===== config.mk =====
export PLATFORM = sky130hd
export DESIGN_NAME = i2cra_engine
export DESIGN_NICKNAME = d
export VERILOG_FILES = /design/src/rtl/i2cra_pkg.sv /design/src/rtl/i2cra_engine.sv
export VERILOG_INCLUDE_DIRS = /design/src /design/src/rtl
export SDC_FILE = /design/constraint.sdc
export NUM_CORES = 1
export LEC_CHECK = 0
export ABC_CLOCK_PERIOD_IN_PS = 3030
export BUFFER_PORTS_ARGS = -buffer_cell sky130_fd_sc_hd__buf_4
export CAP_MARGIN = 20
export CORE_AREA = 2 2 116 163
export DETAILED_ROUTE_END_ITERATION = 10
export DIE_AREA = 0 0 118 165
export PLACE_DENSITY = 0.39
export SYNTH_ARGS = -nofsm -noshare
export SYNTH_HDL_FRONTEND = slang
export SYNTH_SLANG_ARGS = --single-unit

===== constraint.sdc =====
create_clock -name clk -period 3.03 [get_ports clk]
set_input_delay 0.1515 -clock clk [delete_from_list [all_inputs] [get_ports clk]]
set_output_delay 0.1515 -clock clk [all_outputs]
set_load 0.01 [all_outputs]

===== src/rtl/i2c_register_access_master_top_assert.svh =====
// ----------------------------------------------------------------------------
// I2C register access master assertion macros
// Shared concurrent assertion forms, clocked by clk and disabled in reset.
// ----------------------------------------------------------------------------
`ifndef I2C_REGISTER_ACCESS_MASTER_TOP_ASSERT_SVH
`define I2C_REGISTER_ACCESS_MASTER_TOP_ASSERT_SVH

// The consequent must hold in the same cycle as the antecedent.
`define I2CRA_ASSERT_NOW(lbl, ante, cons, msg) \
	lbl: assert property (@(posedge clk) disable iff (!arst_n) (ante) |-> (cons)) \
		else $error(msg);

// The consequent must hold in the cycle after the antecedent.
`define I2CRA_ASSERT_NEXT(lbl, ante, cons, msg) \
	lbl: assert property (@(posedge clk) disable iff (!arst_n) (ante) |=> (cons)) \
		else $error(msg);

`endif


===== src/rtl/i2cra_pkg.sv =====
// ----------------------------------------------------------------------------
// I2C register access master package
// Beat payload types, configuration register indexes and reset values.
// ----------------------------------------------------------------------------
`timescale 1ns / 1ps
`default_nettype none

package i2cra_pkg;

	localparam int DEV_ADDR_W    = 7;
	localparam int TIMEOUT_W     = 10;
	localparam int CFG_INDEX_W   = 2;
	localparam int CFG_DATA_W    = 10;

	localparam logic [DEV_ADDR_W-1:0] DEV_ADDR_RESET    = 7'd20;
	localparam logic [TIMEOUT_W-1:0]  ACK_TIMEOUT_RESET = 10'd250;

	localparam logic [CFG_INDEX_W-1:0] CFG_DEVICE_ADDRESS = 2'd0;
	localparam logic [CFG_INDEX_W-1:0] CFG_ACK_TIMEOUT    = 2'd1;

	typedef struct packed {
		logic        start_req;
		logic        opcode;
		logic [15:0] reg_addr;
		logic [5:0]  byte_count;
		logic [7:0]  write_data;
		logic        sda_in;
	} cmd_t;

	typedef struct packed {
		logic       scl_out;
		logic       sda_out;
		logic [7:0] read_data;
		logic       read_valid;
		logic       data_taken;
		logic       busy_res;
		logic       done_res;
		logic       status;
	} rsp_t;

	typedef struct packed {
		logic [CFG_INDEX_W-1:0] index;
		logic [CFG_DATA_W-1:0]  value;
	} cfg_t;

endpackage

`default_nettype wire


===== src/rtl/i2cra_engine.sv =====
// ----------------------------------------------------------------------------
// I2C register access master bus engine
// Holds the transaction state and computes the line drive and status of
// one half-period tick from the registered state and the accepted beat.
// ----------------------------------------------------------------------------
`timescale 1ns / 1ps
`default_nettype none

`include "i2c_register_access_master_top_assert.svh"

module i2cra_engine #(
	parameter int MAX_BYTES = 32
) (
	input  wire logic                             clk,
	input  wire logic                             arst_n,
	input  wire logic                             step,
	input  wire i2cra_pkg::cmd_t                  cmd,
	input  wire logic [i2cra_pkg::DEV_ADDR_W-1:0] device_address,
	input  wire logic [i2cra_pkg::TIMEOUT_W-1:0]  ack_timeout,
	output i2cra_pkg::rsp_t                       rsp
);

	typedef enum logic [4:0] {
		PH_IDLE     = 5'd0,
		PH_START    = 5'd1,
		PH_RESTART  = 5'd2,
		PH_TX_DEVW  = 5'd3,
		PH_TX_ADRH  = 5'd4,
		PH_TX_ADRL  = 5'd5,
		PH_TX_DATA  = 5'd6,
		PH_TX_DEVR  = 5'd7,
		PH_ACK_DEVW = 5'd8,
		PH_ACK_ADRH = 5'd9,
		PH_ACK_ADRL = 5'd10,
		PH_ACK_DATA = 5'd11,
		PH_ACK_DEVR = 5'd12,
		PH_RX       = 5'd13,
		PH_RACK     = 5'd14,
		PH_STOP_OK  = 5'd15,
		PH_STOP_ERR = 5'd16
	} phase_t;

	phase_t      phase_q, n_phase;
	logic [1:0]  sub_q, n_sub;
	logic [2:0]  bit_q, n_bit;
	logic [5:0]  byte_q, n_byte;
	logic [7:0]  shift_q, n_shift;
	logic [9:0]  wait_q, n_wait;
	logic [15:0] addr_q, n_addr;
	logic [5:0]  len_q, n_len;
	logic        op_q, n_op;
	logic        scl_q, sda_q;

	logic        scl, sda;
	logic [7:0]  cur_shift;
	logic [5:0]  byte_inc;
	logic        last_byte;
	logic        ack_expired;
	logic [5:0]  sat_len;

	always_comb begin
		n_phase     = phase_q;
		n_sub       = sub_q;
		n_bit       = bit_q;
		n_byte      = byte_q;
		n_shift     = shift_q;
		n_wait      = wait_q;
		n_addr      = addr_q;
		n_len       = len_q;
		n_op        = op_q;
		scl         = scl_q;
		sda         = sda_q;
		cur_shift   = shift_q;
		byte_inc    = byte_q + 6'd1;
		last_byte   = ({1'b0, byte_q} + 7'd1) >= {1'b0, len_q};
		ack_expired = ({1'b0, wait_q} + 11'd1) >= {1'b0, ack_timeout};
		sat_len     = ({3'b000, cmd.byte_count} > 9'(MAX_BYTES)) ? 6'(MAX_BYTES)
			: cmd.byte_count;
		rsp         = '0;
		rsp.busy_res = 1'b1;

		case (phase_q)
			PH_IDLE: begin
				scl = 1'b1;
				sda = 1'b1;
				if (cmd.start_req) begin
					n_op    = cmd.opcode;
					n_addr  = cmd.reg_addr;
					n_len   = sat_len;
					n_byte  = '0;
					n_wait  = '0;
					n_phase = PH_START;
					n_sub   = 2'd1;
				end else begin
					rsp.busy_res = 1'b0;
				end
			end
			PH_START, PH_RESTART: begin
				case (sub_q)
					2'd0: begin
						scl   = 1'b1;
						sda   = 1'b1;
						n_sub = 2'd1;
					end
					2'd1: begin
						scl   = 1'b1;
						sda   = 1'b0;
						n_sub = 2'd2;
					end
					default: begin
						scl     = 1'b0;
						sda     = 1'b0;
						n_phase = (phase_q == PH_START) ? PH_TX_DEVW : PH_TX_DEVR;
						n_shift = {device_address, (phase_q == PH_RESTART)};
						n_bit   = 3'd7;
						n_sub   = 2'd0;
					end
				endcase
			end
			PH_TX_DEVW, PH_TX_ADRH, PH_TX_ADRL, PH_TX_DATA, PH_TX_DEVR: begin
				if (sub_q == 2'd0 && phase_q == PH_TX_DATA && bit_q == 3'd7) begin
					cur_shift      = cmd.write_data;
					rsp.data_taken = 1'b1;
				end
				n_shift = cur_shift;
				sda     = cur_shift[bit_q];
				case (sub_q)
					2'd0: begin
						scl   = 1'b0;
						n_sub = 2'd1;
					end
					2'd1: begin
						scl   = 1'b1;
						n_sub = 2'd2;
					end
					default: begin
						scl   = 1'b0;
						n_sub = 2'd0;
						if (bit_q == 3'd0) begin
							case (phase_q)
								PH_TX_DEVW: n_phase = PH_ACK_DEVW;
								PH_TX_ADRH: n_phase = PH_ACK_ADRH;
								PH_TX_ADRL: n_phase = PH_ACK_ADRL;
								PH_TX_DATA: n_phase = PH_ACK_DATA;
								default:    n_phase = PH_ACK_DEVR;
							endcase
						end else begin
							n_bit = bit_q - 3'd1;
						end
					end
				endcase
			end
			PH_ACK_DEVW, PH_ACK_ADRH, PH_ACK_ADRL, PH_ACK_DATA, PH_ACK_DEVR: begin
				case (sub_q)
					2'd0: begin
						scl   = 1'b0;
						sda   = 1'b1;
						n_sub = 2'd1;
					end
					2'd1: begin
						scl    = 1'b1;
						sda    = 1'b1;
						n_wait = '0;
						n_sub  = 2'd2;
					end
					default: begin
						if (!cmd.sda_in) begin
							scl = 1'b0;
							sda = 1'b1;
							case (phase_q)
								PH_ACK_DEVW: begin
									n_phase = PH_TX_ADRH;
									n_shift = addr_q[15:8];
									n_bit   = 3'd7;
									n_sub   = 2'd0;
								end
								PH_ACK_ADRH: begin
									n_phase = PH_TX_ADRL;
									n_shift = addr_q[7:0];
									n_bit   = 3'd7;
									n_sub   = 2'd0;
								end
								PH_ACK_ADRL: begin
									n_sub = 2'd0;
									if (!op_q) begin
										n_phase = PH_RESTART;
									end else if (len_q != 6'd0) begin
										n_byte  = '0;
										n_phase = PH_TX_DATA;
										n_shift = '0;
										n_bit   = 3'd7;
									end else begin
										n_phase = PH_STOP_OK;
									end
								end
								PH_ACK_DATA: begin
									n_byte = byte_inc;
									n_sub  = 2'd0;
									if (byte_inc < len_q) begin
										n_phase = PH_TX_DATA;
										n_shift = '0;
										n_bit   = 3'd7;
									end else begin
										n_phase = PH_STOP_OK;
									end
								end
								default: begin
									n_byte  = '0;
									n_sub   = 2'd0;
									n_phase = (len_q != 6'd0) ? PH_RX : PH_STOP_OK;
								end
							endcase
						end else if (ack_expired) begin
							scl     = 1'b1;
							sda     = 1'b0;
							n_phase = PH_STOP_ERR;
							n_sub   = 2'd1;
						end else begin
							n_wait = wait_q + 10'd1;
							scl    = 1'b1;
							sda    = 1'b1;
						end
					end
				endcase
			end
			PH_RX: begin
				sda = 1'b1;
				case (sub_q)
					2'd0: begin
						scl     = 1'b0;
						n_shift = '0;
						n_bit   = 3'd7;
						n_sub   = 2'd1;
					end
					2'd1: begin
						scl   = 1'b1;
						n_sub = 2'd2;
					end
					default: begin
						scl     = 1'b0;
						n_shift = {shift_q[6:0], cmd.sda_in};
						if (bit_q == 3'd0) begin
							rsp.read_valid = 1'b1;
							rsp.read_data  = n_shift;
							n_phase        = PH_RACK;
							n_sub          = 2'd0;
						end else begin
							n_bit = bit_q - 3'd1;
							n_sub = 2'd1;
						end
					end
				endcase
			end
			PH_RACK: begin
				sda = last_byte;
				case (sub_q)
					2'd0: begin
						scl   = 1'b0;
						n_sub = 2'd1;
					end
					2'd1: begin
						scl   = 1'b1;
						n_sub = 2'd2;
					end
					default: begin
						scl     = 1'b0;
						n_byte  = byte_inc;
						n_sub   = 2'd0;
						n_phase = (byte_inc < len_q) ? PH_RX : PH_STOP_OK;
					end
				endcase
			end
			PH_STOP_OK, PH_STOP_ERR: begin
				case (sub_q)
					2'd0: begin
						sda   = 1'b0;
						n_sub = 2'd1;
					end
					2'd1: begin
						scl   = 1'b1;
						sda   = 1'b0;
						n_sub = 2'd2;
					end
					default: begin
						scl          = 1'b1;
						sda          = 1'b1;
						rsp.done_res = 1'b1;
						rsp.status   = (phase_q == PH_STOP_ERR);
						n_phase      = PH_IDLE;
						n_sub        = 2'd0;
						n_bit        = 3'd7;
					end
				endcase
			end
			default: begin
				n_phase      = PH_IDLE;
				n_sub        = 2'd0;
				scl          = 1'b1;
				sda          = 1'b1;
				rsp.busy_res = 1'b0;
			end
		endcase

		rsp.scl_out = scl;
		rsp.sda_out = sda;
	end

	always_ff @(posedge clk or negedge arst_n) begin
		if (!arst_n) begin
			phase_q <= PH_IDLE;
			sub_q   <= '0;
			bit_q   <= 3'd7;
			byte_q  <= '0;
			shift_q <= '0;
			wait_q  <= '0;
			addr_q  <= '0;
			len_q   <= '0;
			op_q    <= 1'b0;
			scl_q   <= 1'b1;
			sda_q   <= 1'b1;
		end else if (step) begin
			phase_q <= n_phase;
			sub_q   <= n_sub;
			bit_q   <= n_bit;
			byte_q  <= n_byte;
			shift_q <= n_shift;
			wait_q  <= n_wait;
			addr_q  <= n_addr;
			len_q   <= n_len;
			op_q    <= n_op;
			scl_q   <= scl;
			sda_q   <= sda;
		end
	end

	`I2CRA_ASSERT_NEXT(a_idle_holds, step && phase_q == PH_IDLE && !cmd.start_req, phase_q == PH_IDLE, "engine left idle without a request")
	`I2CRA_ASSERT_NEXT(a_done_to_idle, step && rsp.done_res, phase_q == PH_IDLE, "engine not idle after done")
	`I2CRA_ASSERT_NEXT(a_taken_latch, step && rsp.data_taken, shift_q == $past(cmd.write_data), "write byte not latched when taken")
	`I2CRA_ASSERT_NOW(a_done_busy, step && rsp.done_res, rsp.busy_res && scl && sda, "done reported without a released bus")

endmodule

`default_nettype wire

==> flow_summary.ini, run 1 <==
[critical_path]
cp.required_ns = 3.25
setup.worst_path.start_class = flop
worstPathMaxFanout = 6
timing_worst_setup_path_type = flop to flop
arrival_ns = 3.14
cp-end-kind = flop

[grt]
grt_pass1_wl_um = 23000
gr-total-overflow = 0
antenna_found_initial = 0
grt_max_degree = 59
track_usage_pct = 15.2
grt_pass1_vias = 4234

[sta]
finalMaxSlewViolations = 0
relSlewSlack_pct = 47.1
period_share_pct = 96.2
fmax_mhz = 343
worstMarginPinSlew_ns = 0.793
rsz0062_at_grt = true
fin_ws_ns = 0.115
final.setup_skew_ns = 0.00719
setup_viol = 0
fin_hold_ws_ns = 0.0411
min_period_ns = 2.91
hold_viol = 0

[drt]
first_pass_iters = 5
drtIter0Drc = 234
drc = 0
vias = 4103
ant_nets = 0
viasPerCell = 5.00
drt_wl_total_um = 14600
wl_per_cell_um = 17.7

[layout]
final_area_um2 = 5770
drive_gt1_share_pct = 30.8
fin_util_pct = 32.2
fin_nets = 650
num_antenna_cells = 0
syn_to_final_growth_pct = 30.3

[yosys]
postSynthAreaPerCell_um2 = 8.95
syn_inst = 495
synth_edf_count = 0
synthesis.area_um2 = 4430
synth_seq_area_share_pct = 32.9
synth_top_area_share_pct = 30.5
ys.flop_type = dfrtp_1
ys_warn_count = 0
synth_seq_cells = 58
synthArstFlopShare_pct = 100
synthTopCellsByArea = dfrtp_1, ha_1, mux2_2
synth_top_cell_by_area = dfrtp_1
synth.net_count = 569
post_synth_num_cell_types = 71

[power_and_ir_drop]
peakVddDrop_v = 0.000324
power.leakage_nw = 2.53
combPwrFrac_pct = 53.9
seqPwrFrac_pct = 25.7
p_sw_share_pct = 44.2
p_int_mw = 3.10
p_clk_share_pct = 20.4
p_switching_mw = 2.45
power_density_nw_per_um2 = 961

[clock_tree]
clk_latency_ns = 0.34
clk_pin_slew_worst_paths_ns = 0.06
cts_buffer_depth = 2
numClockSinks = 58
cts_buffers = 9
cts_tree = yes
htree_levels = 3
clock_tree.root_cell = clkbuf_16

[die]
core-area_um2 = 17900
initial_core_util_pct = 24.7
die_y_um = 165
die_area_um2 = 19500
rows = 58
die_x_um = 118
ios = 68

[placement]
routabilityCongestion = 0.857
pre_cts_ws_ns = -0.0567
portBuffers = 67
dpl_cell_area_um2 = 5250
hpwlAfterDp_um = 11200

[hold_path]
hold_class = primary input to flop

[run]
cap_violations = 0

[outcome]
outcome = finished clean
==> metal layers <==
layer / global-route usage, % / up-vias / wire length, um
met4: 8.11 / 0 / 489
met3: 1.93 / 29 / 446
li1: - / 1997 / -
met5: 0 / - / 0
met1: 17.6 / 1982 / 5940
met2: 27.5 / 95 / 7680
==> cells in the final DEF, fill, tap and decap left out, types with 3 or more instances in the layout <==
cell type | Yosys | final
a22oi_1 | 6 | 5
dfrtp_1 | 54 | 54
nand3_1 | 25 | 22
xnor2_1 | 8 | 8
nand4_1 | 7 | 7
and3_1 | 7 | 4
a31oi_1 | 5 | 5
inv_1 | 31 | 31
nor3_2 | 3 | 5
xor2_1 | 6 | 5
nand3_2 | 1 | 3
o21ai_1 | 3 | 3
nand3b_1 | 8 | 8
a22o_1 | 18 | 18
o211a_1 | 3 | 3
a32oi_1 | 4 | 4
clkbuf_16 | 0 | 9
buf_4 | 6 | 97
dfstp_2 | 4 | 4
nor2_1 | 29 | 28
ha_1 | 21 | 19
nor2b_1 | 10 | 10
o211ai_1 | 14 | 14
mux2_2 | 18 | 18
nor4_1 | 4 | 4
a211oi_1 | 3 | 3
and3b_1 | 3 | 3
a222oi_1 | 4 | 4
and3_4 | 0 | 3
mux2i_1 | 8 | 8
o21ai_2 | 2 | 4
o21ai_0 | 30 | 28
and2_1 | 9 | 9
a21oi_1 | 20 | 19
nand2_1 | 37 | 37
nand2b_1 | 7 | 7
nor3_1 | 9 | 7
mux2_1 | 3 | 3
==> worst max-delay path, stage by stage (launching register included) <==
cell and delay (ns):
dfrtp_1 0.38, ha_2 0.19, and3_4 0.19, xor2_1 0.14, ha_1 0.32, a21oi_2 0.17
a21boi_2 0.08, o311a_1 0.40, nor4b_4 0.46, o21ai_2 0.19, a22o_1 0.27
==> cell families (layout without fill, tap and decap cells) <==
kind of cell,count (synthesis),in the layout,share of synthesized area (%)
simple gates,174,174,22.3
compound gates,138,138,22.7
buf+inv,61,147,6.30
flops,58,58,32.9
mux,29,29,7.14
fa+ha+maj,21,21,5.93
xor+xnor,14,14,2.77
==> worst paths after layout <==
kind | depth (start not counted) | slack (ns) | startpoint | endpoint
setup reg to reg | 10 | 0.12 | byte_q[0] | shift_q[1]
min in group asynchronous | 2 | 0.42 | arst_n | addr_q[6]
hold / removal | 3 | 0.04 | cmd[31] | op_q
hold reg to reg | 1 | 0.51 | addr_q[5] | addr_q[5]
setup / recovery | 10 | 0.12 | byte_q[0] | shift_q[1]
max in group asynchronous | 2 | 2.07 | arst_n | phase_q[2]
==> Yosys cell counts (all sizes together), types with 4 or more instances <==
cell type and count:
a22o 18, dfrtp 54, a22oi 7, nand2 37, mux2i 8, nand3 26
nor3 13, a32oi 4, xnor2 8, a222oi 4, nand3b 8, ha 21
clkbuf 11, inv 31, dfstp 4, and3 7, buf 19, a31oi 5
and2 10, o21ai 36, nor2b 10, o211ai 14, xor2 6, nand2b 7
nor4 6, nor2 29, mux2 21, a21oi 21, nand4 7
==> state kept, by name, summed over array words and instances, names as in the netlist <==
| signal | count |
|---|---|
| sub_q | 2 |
| len_q | 6 |
| op_q | 1 |
| shift_q | 8 |
| byte_q | 6 |
| phase_q | 5 |
| bit_q | 3 |
| addr_q | 16 |
| scl_q | 1 |
| wait_q | 10 |
==> metrics by stage <==
| stage | std cells | setup TNS [ns] | power (mW) |
|---|---|---|---|
| after floorplan | 495 | 0 | 3.42 |
| after global placement | 796 | 0 | 4.31 |
| after detailed placement | 796 | -0.113 | 4.31 |
| after CTS | 818 | 0 | 5.52 |
| after global routing | 821 | -0.0985 | 5.98 |
| final | 821 | 0 | 5.55 |
==> timing repair <==
item / in CTS / in global routing
buffers inserted: 5 / 3
hold buffers: 1 / 0
endpoints found under the hold margin: 54 / 0
pin swaps: 11 / 11
resized for setup: 11 / 17
endpoints found under the setup margin: 3 / 11
==> final cells by class <==
type,instances,area [um2]
clock inverters,7,101
inverters,31,116
fillers,1908,12200
clock buffers,9,225
flip-flops and latches,58,1460
repair buffers,100,761
well taps,240,300
multi-input cells,376,2810
==> power groups by stage <==
stage	registers, mW	logic [mW]	clock network [mW]
2_1_floorplan	1.29	2.13	0
3_3_place_gp	1.43	2.88	0
3_5_place_dp	1.43	2.88	0
4_1_cts	1.42	2.93	1.17
5_1_grt	1.47	3.31	1.20
6_report	1.43	2.99	1.13
(Power assumes the default switching activity.)
==> run 2, diff against run 1 <==
--- a/config.mk
+++ b/config.mk
@@ -6,13 +6,13 @@
 export SDC_FILE = /design/constraint.sdc
 export NUM_CORES = 1
 export LEC_CHECK = 0
-export ABC_CLOCK_PERIOD_IN_PS = 3030
+export ABC_CLOCK_PERIOD_IN_PS = 3040
 export BUFFER_PORTS_ARGS = -buffer_cell sky130_fd_sc_hd__buf_4
 export CAP_MARGIN = 20
 export CORE_AREA = 2 2 116 163
 export DETAILED_ROUTE_END_ITERATION = 10
 export DIE_AREA = 0 0 118 165
-export PLACE_DENSITY = 0.39
+export PLACE_DENSITY = 0.45
 export SYNTH_ARGS = -nofsm -noshare
 export SYNTH_HDL_FRONTEND = slang
 export SYNTH_SLANG_ARGS = --single-unit
==> constraint.sdc (replaced) <==
create_clock -name clk -period 3.04 [get_ports clk]
set_input_delay 0.152 -clock clk [delete_from_list [all_inputs] [get_ports clk]]
set_output_delay 0.152 -clock clk [all_outputs]
set_load 0.01 [all_outputs]
==> flow_summary.ini, run 2 (same netlist as run 1, synthesis figures left out) <==
[critical_path]
cp.required_ns = 2.89
crit_path_cell_trace = ha_4, and3_4, nand3_4, nor2_2, xor2_1, ha_1, and3_1, o31ai_2, buf_4, nand3_2, o211ai_1, buf_4
arrival_ns = 2.81
worstPathMaxFanout = 4
crit_top_cell = buf_4
crit_slowest_cell = dfrtp_1
crit_family = simple AND/OR/NAND/NOR gates
setup.worst_path.start_class = flop
reg2reg_depth = 10
cp_slowest_stage_delay_ns = 0.41
rrSetupSlack_ns = 0.17
r2r-start = byte_q[1]
cp-end-kind = output port
timing_worst_setup_path_type = flop to output port
worstReg2RegEnd = shift_q[4]
crit_buf_inv = 2

[grt]
grt_max_degree = 59
top_usage_layer = met2
track_usage_pct = 14.4
antenna_found_initial = 0
use_met2_pct = 27.0
grt_pass1_wl_um = 22000
met1_usage_pct = 16.5
gr-total-overflow = 0
met3_usage_pct = 2.18
grt_pass1_vias = 4145

[clock_tree]
htree_levels = 3
cts_tree = yes
cts_buffer_depth = 2
cts_buffers = 9
clock_tree.root_cell = clkbuf_16
clk_pin_slew_worst_paths_ns = 0.06
clk_latency_ns = 0.34
numClockSinks = 58

[die]
initial_core_util_pct = 24.7
die_x_um = 118
die_y_um = 165
die_area_um2 = 19500
ios = 68
rows = 58
core-area_um2 = 17900

[sta]
hold_viol = 0
fin_ws_ns = 0.0755
relSlewSlack_pct = 48.1
period_share_pct = 97.5
min_period_ns = 2.96
fmax_mhz = 337
rsz0062_at_grt = true
fin_hold_ws_ns = 0.0391
setup_viol = 0
worstMarginPinSlew_ns = 0.778
finalMaxSlewViolations = 0
final.setup_skew_ns = 0.00782

[drt]
drc = 0
drt_wl_total_um = 13800
wl_per_cell_um = 16.9
first_pass_iters = 7
drtIter0Drc = 222
viasPerCell = 5.03
vias = 4133
ant_nets = 0

[placement]
hpwlAfterDp_um = 10600
portBuffers = 67
routabilityCongestion = 0.847
pre_cts_ws_ns = 0.0387

[layout]
largest_reg_flops = 16
syn_to_final_growth_pct = 29.8
regMostFlops = addr_q
layout_commonest_cell = buf_4
fillers = 1913
reg.largest.list = addr_q x16, wait_q x10, shift_q x8
fin_nets = 650
multi_input_area_um2 = 2790
num_antenna_cells = 0
final_cell_mix = buf_4, dfrtp_1, nand2_1, inv_1, o21ai_0
drive_gt1_share_pct = 30.8
seqCellArea_um2 = 1460

[run]
cap_violations = 0

[power_and_ir_drop]
peakVddDrop_v = 0.000311
power.leakage_nw = 2.54
power_density_nw_per_um2 = 949
power.total_mw = 5.46

[outcome]
outcome = finished clean

[hold_path]
hold_depth = 2
hold_class = primary input to flop
hold_start = cmd[27]
hold_end = addr_q[12]
run 2: cell type report:
type / count / area share [%]
Clock buffer: 9 / 3.92
Sequential cell: 58 / 25.4
Inverter: 31 / 2.02
Clock inverter: 7 / 1.78
Tap cell: 240 / 5.22
Timing Repair Buffer: 100 / 13.1
Multi-Input combinational cell: 376 / 48.6
run 2: worst max-delay path by stage:
stage                   start         end  slack (ns)  depth (start not counted)
floorplan           byte_q[0]  shift_q[0]        0.11                         10
global placement    byte_q[1]  shift_q[7]         0.1                         10
detailed placement  byte_q[1]  shift_q[4]        0.04                         10
CTS                 wait_q[0]     rsp[13]        0.02                         11
global route        wait_q[1]     rsp[13]       -0.02                         12
finish              wait_q[1]     rsp[13]        0.08                         12
run 2: worst register-to-register path, delay by kind of cell (launching register included):
kind	cells	cell delay, ns
AOI/OAI and AO/OA	5	1.11
and+or+nand+nor	2	0.63
adders and majority gates	2	0.50
DFF	1	0.38
xor gates and xnor gates	1	0.14
run 2: report_power, final:
part           internal (mW)  total, mW  leakage (nW)  switching [mW]
clock                  0.724       1.12         0.156           0.396
sequential              1.11       1.42         0.720           0.316
combinational           1.26       2.92          1.66            1.66
total                   3.09       5.46          2.54            2.37
run 2: through the flow:
stage	util (%)	instances	TNS (ns)	instance area, um2
2_1_floorplan	-	495	0	4430
3_3_place_gp	29.4	798	0	5270
3_5_place_dp	29.4	798	0	5270
4_1_cts	31.7	820	0	5690
5_1_grt	32.1	821	-0.0207	5750
6_report	32.1	821	0	5750
run 2: routing by layer:
metal,vias to the layer above,part of all wire (%)
met5,-,0
met4,0,2.0
met3,20,3.3
met2,95,54
met1,2008,41
li1,2010,-
run 2: repair_timing:
action,4_1_cts,5_1_grt
buffers inserted,5,1
endpoints found under the hold margin,54,0
endpoints found under the setup margin,1,6
hold buffers,1,0
pin swaps,6,6
resized for setup,11,14
